===== src/lfu_pkg.sv =====
// shared constants, types and helpers for the lfu page replacement unit
`timescale 1ns / 1ps

package lfu_pkg;

    localparam int FrameSlots = 16;
    localparam int SlotIdxW   = $clog2(FrameSlots);
    localparam int FramesW    = 5;
    localparam int PageW      = 16;
    localparam int CountW     = 16;
    localparam int StampW     = 32;
    localparam int TotalW     = 32;
    localparam int EntryW     = PageW + CountW + StampW;
    localparam int CfgAddrW   = 3;
    localparam int CfgDataW   = 32;

    localparam logic [CountW-1:0] CountMax  = {CountW{1'b1}};
    localparam logic [CountW-1:0] CountOne  = CountW'(1);
    localparam logic [TotalW-1:0] WordMax   = {TotalW{1'b1}};
    localparam logic [FramesW-1:0] FramesReset = FramesW'(FrameSlots);

    // register index, taken from paddr[2]
    localparam logic CfgIdxFrames = 1'b0;

    typedef enum logic [1:0] {
        ST_IDLE,
        ST_SCAN,
        ST_DRAIN,
        ST_UPDATE
    } state_t;

    typedef struct packed {
        logic                hit;
        logic [SlotIdxW-1:0] hit_idx;
        logic [CountW-1:0]   hit_count;
        logic                empty;
        logic [SlotIdxW-1:0] empty_idx;
        logic [SlotIdxW-1:0] vict_idx;
        logic [PageW-1:0]    vict_page;
    } scan_res_t;

    function automatic logic [TotalW-1:0] sat_inc32(input logic [TotalW-1:0] v);
        return (v == WordMax) ? v : v + TotalW'(1);
    endfunction

endpackage


===== src/lfu_slot_ram.sv =====
// single-port-write, registered-read memory holding the frame slot entries
`timescale 1ns / 1ps

module lfu_slot_ram #(
    parameter int Depth = 16,
    parameter int Width = 64,
    parameter int AddrW = $clog2(Depth)
) (
    input  logic             aclk,
    input  logic             we,
    input  logic [AddrW-1:0] waddr,
    input  logic [Width-1:0] wdata,
    input  logic             re,
    input  logic [AddrW-1:0] raddr,
    output logic [Width-1:0] rdata
);

    logic [Width-1:0] mem [Depth];
    logic [Width-1:0] rdata_reg;

    always_ff @(posedge aclk) begin
        if (we) begin
            mem[waddr] <= wdata;
        end
    end

    always_ff @(posedge aclk) begin
        if (re) begin
            rdata_reg <= mem[raddr];
        end
    end

    assign rdata = rdata_reg;

endmodule


===== src/lfu_victim_scan.sv =====
// walks the slot entries one per cycle: first hit, first empty slot and lfu victim
`timescale 1ns / 1ps

module lfu_victim_scan (
    input  logic                           aclk,
    input  logic                           start,
    input  logic [lfu_pkg::PageW-1:0]      ref_page,
    input  logic                           ent_strobe,
    input  logic [lfu_pkg::SlotIdxW-1:0]   ent_idx,
    input  logic                           ent_valid,
    input  logic [lfu_pkg::PageW-1:0]      ent_page,
    input  logic [lfu_pkg::CountW-1:0]     ent_count,
    input  logic [lfu_pkg::StampW-1:0]     ent_stamp,
    output lfu_pkg::scan_res_t             res
);

    lfu_pkg::scan_res_t                 res_reg, res_next;
    logic                               have_best_reg, have_best_next;
    logic [lfu_pkg::CountW-1:0]         best_count_reg, best_count_next;
    logic [lfu_pkg::StampW-1:0]         best_stamp_reg, best_stamp_next;
    logic                               page_match;
    logic                               better;

    assign page_match = ent_valid && (ent_page == ref_page);
    // smaller count wins, then older stamp; equal keeps the lower index
    assign better = !have_best_reg ||
                    ({ent_count, ent_stamp} < {best_count_reg, best_stamp_reg});

    always_comb begin
        res_next        = res_reg;
        have_best_next  = have_best_reg;
        best_count_next = best_count_reg;
        best_stamp_next = best_stamp_reg;
        if (start) begin
            res_next.hit   = 1'b0;
            res_next.empty = 1'b0;
            have_best_next = 1'b0;
        end else if (ent_strobe) begin
            if (page_match && !res_reg.hit) begin
                res_next.hit       = 1'b1;
                res_next.hit_idx   = ent_idx;
                res_next.hit_count = ent_count;
            end
            if (!ent_valid && !res_reg.empty) begin
                res_next.empty     = 1'b1;
                res_next.empty_idx = ent_idx;
            end
            if (ent_valid && better) begin
                have_best_next     = 1'b1;
                best_count_next    = ent_count;
                best_stamp_next    = ent_stamp;
                res_next.vict_idx  = ent_idx;
                res_next.vict_page = ent_page;
            end
        end
    end

    always_ff @(posedge aclk) begin
        res_reg        <= res_next;
        best_count_reg <= best_count_next;
        best_stamp_reg <= best_stamp_next;
    end

    // have-best flag only; the hit and empty flags sit in res_reg above
    always_ff @(posedge aclk) begin
        have_best_reg <= have_best_next;
    end

    assign res = res_reg;

endmodule


===== src/lfu_page_replacement_unit.sv =====
// top level: lfu frame table with lru tie-break, apb config, scan sequencer
`timescale 1ns / 1ps

// Usage
// One page reference enters on the s_ channel (s_valid/s_ready, s_page_number)
// and one result leaves on the m_ channel (m_valid/m_ready) per reference:
// hit flag, slot used, evicted page if any, and saturating hit and miss totals.
// The slot table (page, use count, stamp) sits in a memory with a
// registered read; valid bits are flip-flops. Each reference reads the active
// slots one per cycle through the single memory read port. One reference is
// processed at a time; s_ready is high only while idle, so a new reference is
// accepted only after the previous one has finished its update.
// The result sits in an output register; if m_ready is low, the next reference
// may still be accepted and scanned, and waits before its update until the
// previous result has been taken.
// Reset (aresetn low, synchronous) clears all valid bits, the reference clock,
// both totals, and sets frames_in_use to 16; no clearing pass is needed.
// The user writes frames_in_use (apb address 0) only while the block is idle; the block itself does not enforce this.

module lfu_page_replacement_unit (
    input  logic                          aclk,
    input  logic                          aresetn,
    input  logic                          psel,
    input  logic                          penable,
    input  logic                          pwrite,
    input  logic [lfu_pkg::CfgAddrW-1:0]  paddr,
    input  logic [lfu_pkg::CfgDataW-1:0]  pwdata,
    output logic [lfu_pkg::CfgDataW-1:0]  prdata,
    output logic                          pready,
    input  logic                          s_valid,
    output logic                          s_ready,
    input  logic [lfu_pkg::PageW-1:0]     s_page_number,
    output logic                          m_valid,
    input  logic                          m_ready,
    output logic                          m_was_hit,
    output logic [3:0]                    m_slot_used,
    output logic                          m_evicted_valid,
    output logic [lfu_pkg::PageW-1:0]     m_evicted_page,
    output logic [lfu_pkg::TotalW-1:0]    m_hit_total,
    output logic [lfu_pkg::TotalW-1:0]    m_miss_total
);

    localparam int IdxW = lfu_pkg::SlotIdxW;

    lfu_pkg::state_t                 state_reg, state_next;
    logic [lfu_pkg::FramesW-1:0]     frames_reg, frames_next;
    logic [lfu_pkg::FrameSlots-1:0]  valid_reg, valid_next;
    logic [lfu_pkg::TotalW-1:0]      clock_reg, clock_next;
    logic [lfu_pkg::TotalW-1:0]      hits_reg, hits_next;
    logic [lfu_pkg::TotalW-1:0]      misses_reg, misses_next;
    logic [lfu_pkg::PageW-1:0]       page_reg;
    logic [IdxW-1:0]                 last_idx_reg;
    logic [IdxW-1:0]                 last_idx;
    logic [IdxW-1:0]                 idx_reg, idx_next;
    logic                            rd_valid_reg;
    logic [IdxW-1:0]                 rd_idx_reg;

    logic                            m_valid_reg, m_valid_next;
    logic                            m_was_hit_reg;
    logic [3:0]                      m_slot_used_reg;
    logic                            m_evicted_valid_reg;
    logic [lfu_pkg::PageW-1:0]       m_evicted_page_reg;
    logic [lfu_pkg::TotalW-1:0]      m_hit_total_reg;
    logic [lfu_pkg::TotalW-1:0]      m_miss_total_reg;

    logic                            in_accept;
    logic                            cfg_write;
    logic                            do_update;
    logic                            out_free;

    logic                            ram_re;
    logic                            ram_we;
    logic [IdxW-1:0]                 wr_idx;
    logic [lfu_pkg::CountW-1:0]      wr_count;
    logic [lfu_pkg::EntryW-1:0]      ram_wdata;
    logic [lfu_pkg::EntryW-1:0]      ram_rdata;
    lfu_pkg::scan_res_t              scan_res;

    // apb register port
    assign pready    = 1'b1;
    assign cfg_write = psel && penable && pwrite && (paddr[2] == lfu_pkg::CfgIdxFrames);
    assign prdata    = (paddr[2] == lfu_pkg::CfgIdxFrames) ?
                       lfu_pkg::CfgDataW'(frames_reg) : '0;
    assign frames_next = cfg_write ? pwdata[lfu_pkg::FramesW-1:0] : frames_reg;

    // last active slot: zero acts as one, above the table size acts as full
    always_comb begin
        if (frames_reg == '0) begin
            last_idx = '0;
        end else if (frames_reg > lfu_pkg::FramesW'(lfu_pkg::FrameSlots)) begin
            last_idx = IdxW'(lfu_pkg::FrameSlots - 1);
        end else begin
            last_idx = IdxW'(frames_reg - lfu_pkg::FramesW'(1));
        end
    end

    assign in_accept = s_valid && s_ready;
    assign s_ready   = (state_reg == lfu_pkg::ST_IDLE);
    assign out_free  = !m_valid_reg || m_ready;
    assign do_update = (state_reg == lfu_pkg::ST_UPDATE) && out_free;
    assign ram_re    = (state_reg == lfu_pkg::ST_SCAN);

    always_comb begin
        state_next = state_reg;
        idx_next   = idx_reg;
        unique case (state_reg)
            lfu_pkg::ST_IDLE: begin
                idx_next = '0;
                if (in_accept) begin
                    state_next = lfu_pkg::ST_SCAN;
                end
            end
            lfu_pkg::ST_SCAN: begin
                idx_next = idx_reg + IdxW'(1);
                if (idx_reg == last_idx_reg) begin
                    state_next = lfu_pkg::ST_DRAIN;
                end
            end
            lfu_pkg::ST_DRAIN: begin
                state_next = lfu_pkg::ST_UPDATE;
            end
            lfu_pkg::ST_UPDATE: begin
                if (out_free) begin
                    state_next = lfu_pkg::ST_IDLE;
                end
            end
            default: begin
                state_next = lfu_pkg::ST_IDLE;
            end
        endcase
    end

    // write-back decision: hit slot, else first empty, else victim
    always_comb begin
        if (scan_res.hit) begin
            wr_idx   = scan_res.hit_idx;
            wr_count = (scan_res.hit_count == lfu_pkg::CountMax) ?
                       scan_res.hit_count : scan_res.hit_count + lfu_pkg::CountW'(1);
        end else if (scan_res.empty) begin
            wr_idx   = scan_res.empty_idx;
            wr_count = lfu_pkg::CountOne;
        end else begin
            wr_idx   = scan_res.vict_idx;
            wr_count = lfu_pkg::CountOne;
        end
    end

    assign ram_we    = do_update;
    assign ram_wdata = {page_reg, wr_count, clock_reg};

    always_comb begin
        valid_next  = valid_reg;
        hits_next   = hits_reg;
        misses_next = misses_reg;
        clock_next  = clock_reg;
        if (in_accept) begin
            clock_next = lfu_pkg::sat_inc32(clock_reg);
        end
        if (do_update) begin
            valid_next[wr_idx] = 1'b1;
            if (scan_res.hit) begin
                hits_next = lfu_pkg::sat_inc32(hits_reg);
            end else begin
                misses_next = lfu_pkg::sat_inc32(misses_reg);
            end
        end
    end

    always_comb begin
        m_valid_next = m_valid_reg;
        if (m_valid_reg && m_ready) begin
            m_valid_next = 1'b0;
        end
        if (do_update) begin
            m_valid_next = 1'b1;
        end
    end

    always_ff @(posedge aclk) begin
        if (!aresetn) begin
            state_reg    <= lfu_pkg::ST_IDLE;
            frames_reg   <= lfu_pkg::FramesReset;
            valid_reg    <= '0;
            clock_reg    <= '0;
            hits_reg     <= '0;
            misses_reg   <= '0;
            rd_valid_reg <= 1'b0;
            m_valid_reg  <= 1'b0;
        end else begin
            state_reg    <= state_next;
            frames_reg   <= frames_next;
            valid_reg    <= valid_next;
            clock_reg    <= clock_next;
            hits_reg     <= hits_next;
            misses_reg   <= misses_next;
            rd_valid_reg <= ram_re;
            m_valid_reg  <= m_valid_next;
        end
    end

    always_ff @(posedge aclk) begin
        idx_reg    <= idx_next;
        rd_idx_reg <= idx_reg;
        if (in_accept) begin
            page_reg     <= s_page_number;
            last_idx_reg <= last_idx;
        end
        if (do_update) begin
            m_was_hit_reg       <= scan_res.hit;
            m_slot_used_reg     <= 4'(wr_idx);
            m_evicted_valid_reg <= !scan_res.hit && !scan_res.empty;
            m_evicted_page_reg  <= (!scan_res.hit && !scan_res.empty) ?
                                   scan_res.vict_page : '0;
            m_hit_total_reg     <= hits_next;
            m_miss_total_reg    <= misses_next;
        end
    end

    lfu_slot_ram #(
        .Depth (lfu_pkg::FrameSlots),
        .Width (lfu_pkg::EntryW)
    ) u_slot_ram (
        .aclk  (aclk),
        .we    (ram_we),
        .waddr (wr_idx),
        .wdata (ram_wdata),
        .re    (ram_re),
        .raddr (idx_reg),
        .rdata (ram_rdata)
    );

    lfu_victim_scan u_victim_scan (
        .aclk       (aclk),
        .start      (in_accept),
        .ref_page   (page_reg),
        .ent_strobe (rd_valid_reg),
        .ent_idx    (rd_idx_reg),
        .ent_valid  (valid_reg[rd_idx_reg]),
        .ent_page   (ram_rdata[lfu_pkg::EntryW-1 -: lfu_pkg::PageW]),
        .ent_count  (ram_rdata[lfu_pkg::StampW +: lfu_pkg::CountW]),
        .ent_stamp  (ram_rdata[lfu_pkg::StampW-1:0]),
        .res        (scan_res)
    );

    assign m_valid         = m_valid_reg;
    assign m_was_hit       = m_was_hit_reg;
    assign m_slot_used     = m_slot_used_reg;
    assign m_evicted_valid = m_evicted_valid_reg;
    assign m_evicted_page  = m_evicted_page_reg;
    assign m_hit_total     = m_hit_total_reg;
    assign m_miss_total    = m_miss_total_reg;

endmodule


===== config.mk =====
export PLATFORM = sky130hd
export DESIGN_NAME = lfu_page_replacement_unit
export DESIGN_NICKNAME = d
export VERILOG_FILES = /design/src/lfu_pkg.sv /design/src/lfu_slot_ram.sv /design/src/lfu_victim_scan.sv /design/src/lfu_page_replacement_unit.sv
export SDC_FILE = /design/constraint.sdc
export NUM_CORES = 2
export LEC_CHECK = 0
export BUFFER_PORTS_ARGS = -buffer_cell sky130_fd_sc_hd__buf_4
export CORE_MARGIN = 10
export CORE_UTILIZATION = 30
export DETAILED_ROUTE_END_ITERATION = 12
export MAX_ROUTING_LAYER = met4
export PLACE_DENSITY = 0.54
export SLEW_MARGIN = 15
export SYNTH_ARGS = -nofsm -noshare
export SYNTH_HDL_FRONTEND = slang
export SYNTH_SLANG_ARGS = --single-unit

===== constraint.sdc =====
create_clock -name aclk -period 15.3 [get_ports aclk]
set_input_delay 3.06 -clock aclk [delete_from_list [all_inputs] [get_ports aclk]]
set_output_delay 3.06 -clock aclk [all_outputs]
set_load 0.1 [all_outputs]

==> metrics.log <==
INFO  metric cp_slowest_stage_delay = 0.30 ns
INFO  metric root_buffer = sky130_fd_sc_hd__clkbuf_16
INFO  metric finalInstanceArea = 63700 µm²
INFO  metric placed_cells_incl_taps = 5154
INFO  metric yosysSeqAreaShare = 75.4%
INFO  metric first_global_vias = 27000
INFO  metric tritoncts_clock_tree = yes
INFO  metric dieWidth = 447 µm
INFO  metric synth_top_area_share = 70.7%
INFO  metric cts.path.max_buffers = 3
INFO  metric layoutNonFillerInstCount = 5435
INFO  metric worst_slew_margin_rel = 24.8%
INFO  metric final.fill_count = 16800
INFO  metric via_density_per_instance = 4.76
INFO  metric firstDrtPassIters = 5
INFO  metric max_clock_freq = 150 MHz
INFO  metric most_common_library_cell_in_the_layout_ignoring_fill_and_taps = sky130_fd_sc_hd__edfxtp_1
INFO  metric h_tree_depth = 4
INFO  metric insertion_delay = 0.80 ns
INFO  metric dr_total_vias = 25900
INFO  metric dp.final_hpwl = 68100 µm
INFO  metric postSynthRegisterBits = 1418
INFO  metric coreArea = 181000 µm²
INFO  metric die_height = 447 µm
INFO  metric worst_path_clk_slew = 0.06 ns
INFO  metric finish.utilization = 35.2%
INFO  metric detail_route.iter0.violations = 1960
INFO  metric finClkSkew = 0.0675 ns
INFO  metric avgSynthCellArea = 20.2 µm²
INFO  metric synth_top_area_cell = sky130_fd_sc_hd__edfxtp_1
INFO  metric final_net_count = 3053
INFO  metric remaining_drc_errors = 0
INFO  metric run_status = completed
INFO  metric syn-cell-area = 54800 µm²
INFO  metric gr-total-overflow = 0
INFO  metric post_drt_antenna_nets = 0
INFO  metric timing.final.setup_violations = 0
INFO  metric critical_path.endpoint_type = output port
INFO  metric path_common_cell = sky130_fd_sc_hd__buf_4
INFO  metric std_cell_rows = 156
INFO  metric synth-edff-count = 1290
INFO  metric crit_arrival = 3.61 ns
INFO  metric grt_start_max_net_pins = 127
INFO  metric rsz_0062_raised_after_global_routing = no
INFO  metric finalHoldViolCount = 0
INFO  metric largest_register_ff_count = 1024
INFO  metric maxCapViolations = 0
INFO  metric fin_crit_sh = 43.6%
INFO  metric cts_resized = 0
INFO  metric power.leakage = 19.0 nW
INFO  metric critical_path_required = 12.24 ns
INFO  metric start_kind = primary input
INFO  metric start_util = 30.2%
INFO  metric ioPinCount = 179
INFO  metric port_buffers = 121
INFO  metric ctsHoldBuffers = 0
INFO  metric vdd_drop_max = 0.000135 V
INFO  metric synth-async-reset-ratio = 0%
INFO  metric die-area = 200000 µm²
INFO  metric post_cts_buffers = 0
INFO  metric layout_setup_ws = 8.63 ns
INFO  metric finalSetupTns = 0 ns
INFO  metric synth_cell_types = 65
INFO  metric drive_gt1_share = 24.4%
INFO  metric most_used_cells_in_the_layout_excluding_fill_and_tap_cells = sky130_fd_sc_hd__edfxtp_1 (1290), sky130_fd_sc_hd__mux4_2 (325), sky130_fd_sc_hd__buf_4 (169)
INFO  metric tritoncts.num_buffers = 152
INFO  metric synth_ff_type = sky130_fd_sc_hd__edfxtp_1
INFO  metric pin_slew_with_the_least_headroom_to_its_limit = 1.12 ns
INFO  metric worst-setup-path-type = primary input to output port
INFO  metric grt.total_usage = 12.5%
INFO  metric wirelength = 122000 µm
INFO  metric synth_cells = 2718
INFO  metric timing_max_transition_violations_final = 0
INFO  metric dp_area = 58700 µm²
INFO  metric slowest_stage = sky130_fd_sc_hd__buf_4
INFO  metric area_growth_from_synthesis_to_layout = 16.3%
INFO  metric gp_routability_congestion = 0.777
INFO  metric synth-warning-count = 0
INFO  metric power_density = 155 nW/µm²
INFO  metric worstPathCellList = buf_4, nor2b_1, buf_4
INFO  metric yosys-top-cells-area = sky130_fd_sc_hd__edfxtp_1 (71%), sky130_fd_sc_hd__mux4_2 (13%), sky130_fd_sc_hd__dfxtp_1 (4.7%)
INFO  metric post-place-ws = 8.36 ns
INFO  metric cts_num_sinks = 1418
INFO  metric critical_path.max_fanout = 6
INFO  metric grt_first_pass_wirelength = 182000 µm
INFO  metric drt-wirelength-per-cell = 22.5 µm
INFO  metric post-route-min-period = 6.67 ns
INFO  metric grt_antenna_before_repair = 2
INFO  metric hold_class = register to register
==> final timing paths <==
check	depth (start not counted)	slack, ns	startpoint	end
hold / removal	0	0.45	u_slot_ram.rdata[8]	u_victim_scan.best_stamp_reg[8]
hold reg to reg	0	0.45	u_slot_ram.rdata[8]	u_victim_scan.best_stamp_reg[8]
setup reg to reg	6	10.93	state_reg[0]	u_slot_ram.mem[1][25]
setup / recovery	3	8.63	paddr[2]	prdata[3]
==> per-stage QoR <==
stage,hold WS (ns),power [mW]
after floorplan,0.346,5.88
after global placement,0.442,6.36
after detailed placement,0.443,6.37
after CTS,0.453,10.0
after global routing,0.476,10.3
final,0.452,9.87
==> cell usage after synthesis (3+ instances only) <==
library cell and instances:
sky130_fd_sc_hd__nand3_1 58, sky130_fd_sc_hd__a21oi_1 27, sky130_fd_sc_hd__nor2b_1 12, sky130_fd_sc_hd__nor4_1 10, sky130_fd_sc_hd__or3_1 5, sky130_fd_sc_hd__and2_1 110, sky130_fd_sc_hd__o21ai_0 27, sky130_fd_sc_hd__nor2_1 59
sky130_fd_sc_hd__a31oi_1 4, sky130_fd_sc_hd__clkbuf_1 81, sky130_fd_sc_hd__and4_1 13, sky130_fd_sc_hd__nand4_1 46, sky130_fd_sc_hd__o2111ai_1 4, sky130_fd_sc_hd__dfxtp_1 128, sky130_fd_sc_hd__a21boi_1 3, sky130_fd_sc_hd__and3_1 25
sky130_fd_sc_hd__a21o_1 5, sky130_fd_sc_hd__mux2i_1 15, sky130_fd_sc_hd__nor3_1 29, sky130_fd_sc_hd__xnor2_1 73, sky130_fd_sc_hd__o211ai_1 3, sky130_fd_sc_hd__xor2_1 39, sky130_fd_sc_hd__edfxtp_1 1290, sky130_fd_sc_hd__nand2b_1 14
sky130_fd_sc_hd__ha_1 57, sky130_fd_sc_hd__mux4_2 325, sky130_fd_sc_hd__buf_1 20, sky130_fd_sc_hd__buf_4 29, sky130_fd_sc_hd__inv_1 62, sky130_fd_sc_hd__o21a_1 21, sky130_fd_sc_hd__nand2_1 78
==> logic make-up (layout without fill, tap and decap cells) <==
logic type               after synthesis  count (layout)  share of synthesized area, %
AND/OR/NAND/NOR                      482             482                          4.91
buffers and inverters                194             514                          1.53
adder cells (fa/ha/maj)               57              57                          1.30
flip-flops                          1418            1418                          75.4
XOR/XNOR                             114             114                          1.85
AO/OA/AOI/OAI                        108             108                          1.31
multiplexers                         343             343                          13.7
other                                  2              29                        0.0137
==> routing by layer <==
layer | vias up | GRT usage (%) | wire length (µm)
met5 | - | - | 0
met4 | 0 | 3.31 | 2810
met3 | 185 | 2.41 | 5980
met2 | 576 | 19.6 | 58100
met1 | 13700 | 16.7 | 55200
li1 | 11400 | - | -
==> power by group <==
group | total, mW | switching, mW | internal, mW
sequential | 4.66 | 0.158 | 4.50
clock | 3.63 | 1.55 | 2.08
combinational | 1.58 | 0.906 | 0.678
total | 9.87 | 2.61 | 7.26
==> area by class of cell <==
class | count | area [µm²] | share of cell area (%)
Antenna cell | 1 | 2.50 | 0.00393
Clock buffer | 210 | 4140 | 6.50
Clock inverter | 70 | 877 | 1.38
Inverter | 63 | 236 | 0.371
Multi-Input combinational cell | 1132 | 12900 | 20.2
Sequential cell | 1418 | 41300 | 64.8
Tap cell | 2370 | 2970 | 4.65
Timing Repair Buffer | 171 | 1310 | 2.05
==> worst max-delay path, delay by kind of cell <==
family                 cells  cell delay, ns
buffers and inverters      2            0.43
and+or+nand+nor            1            0.12
Power figures use the tool's default switching activity.
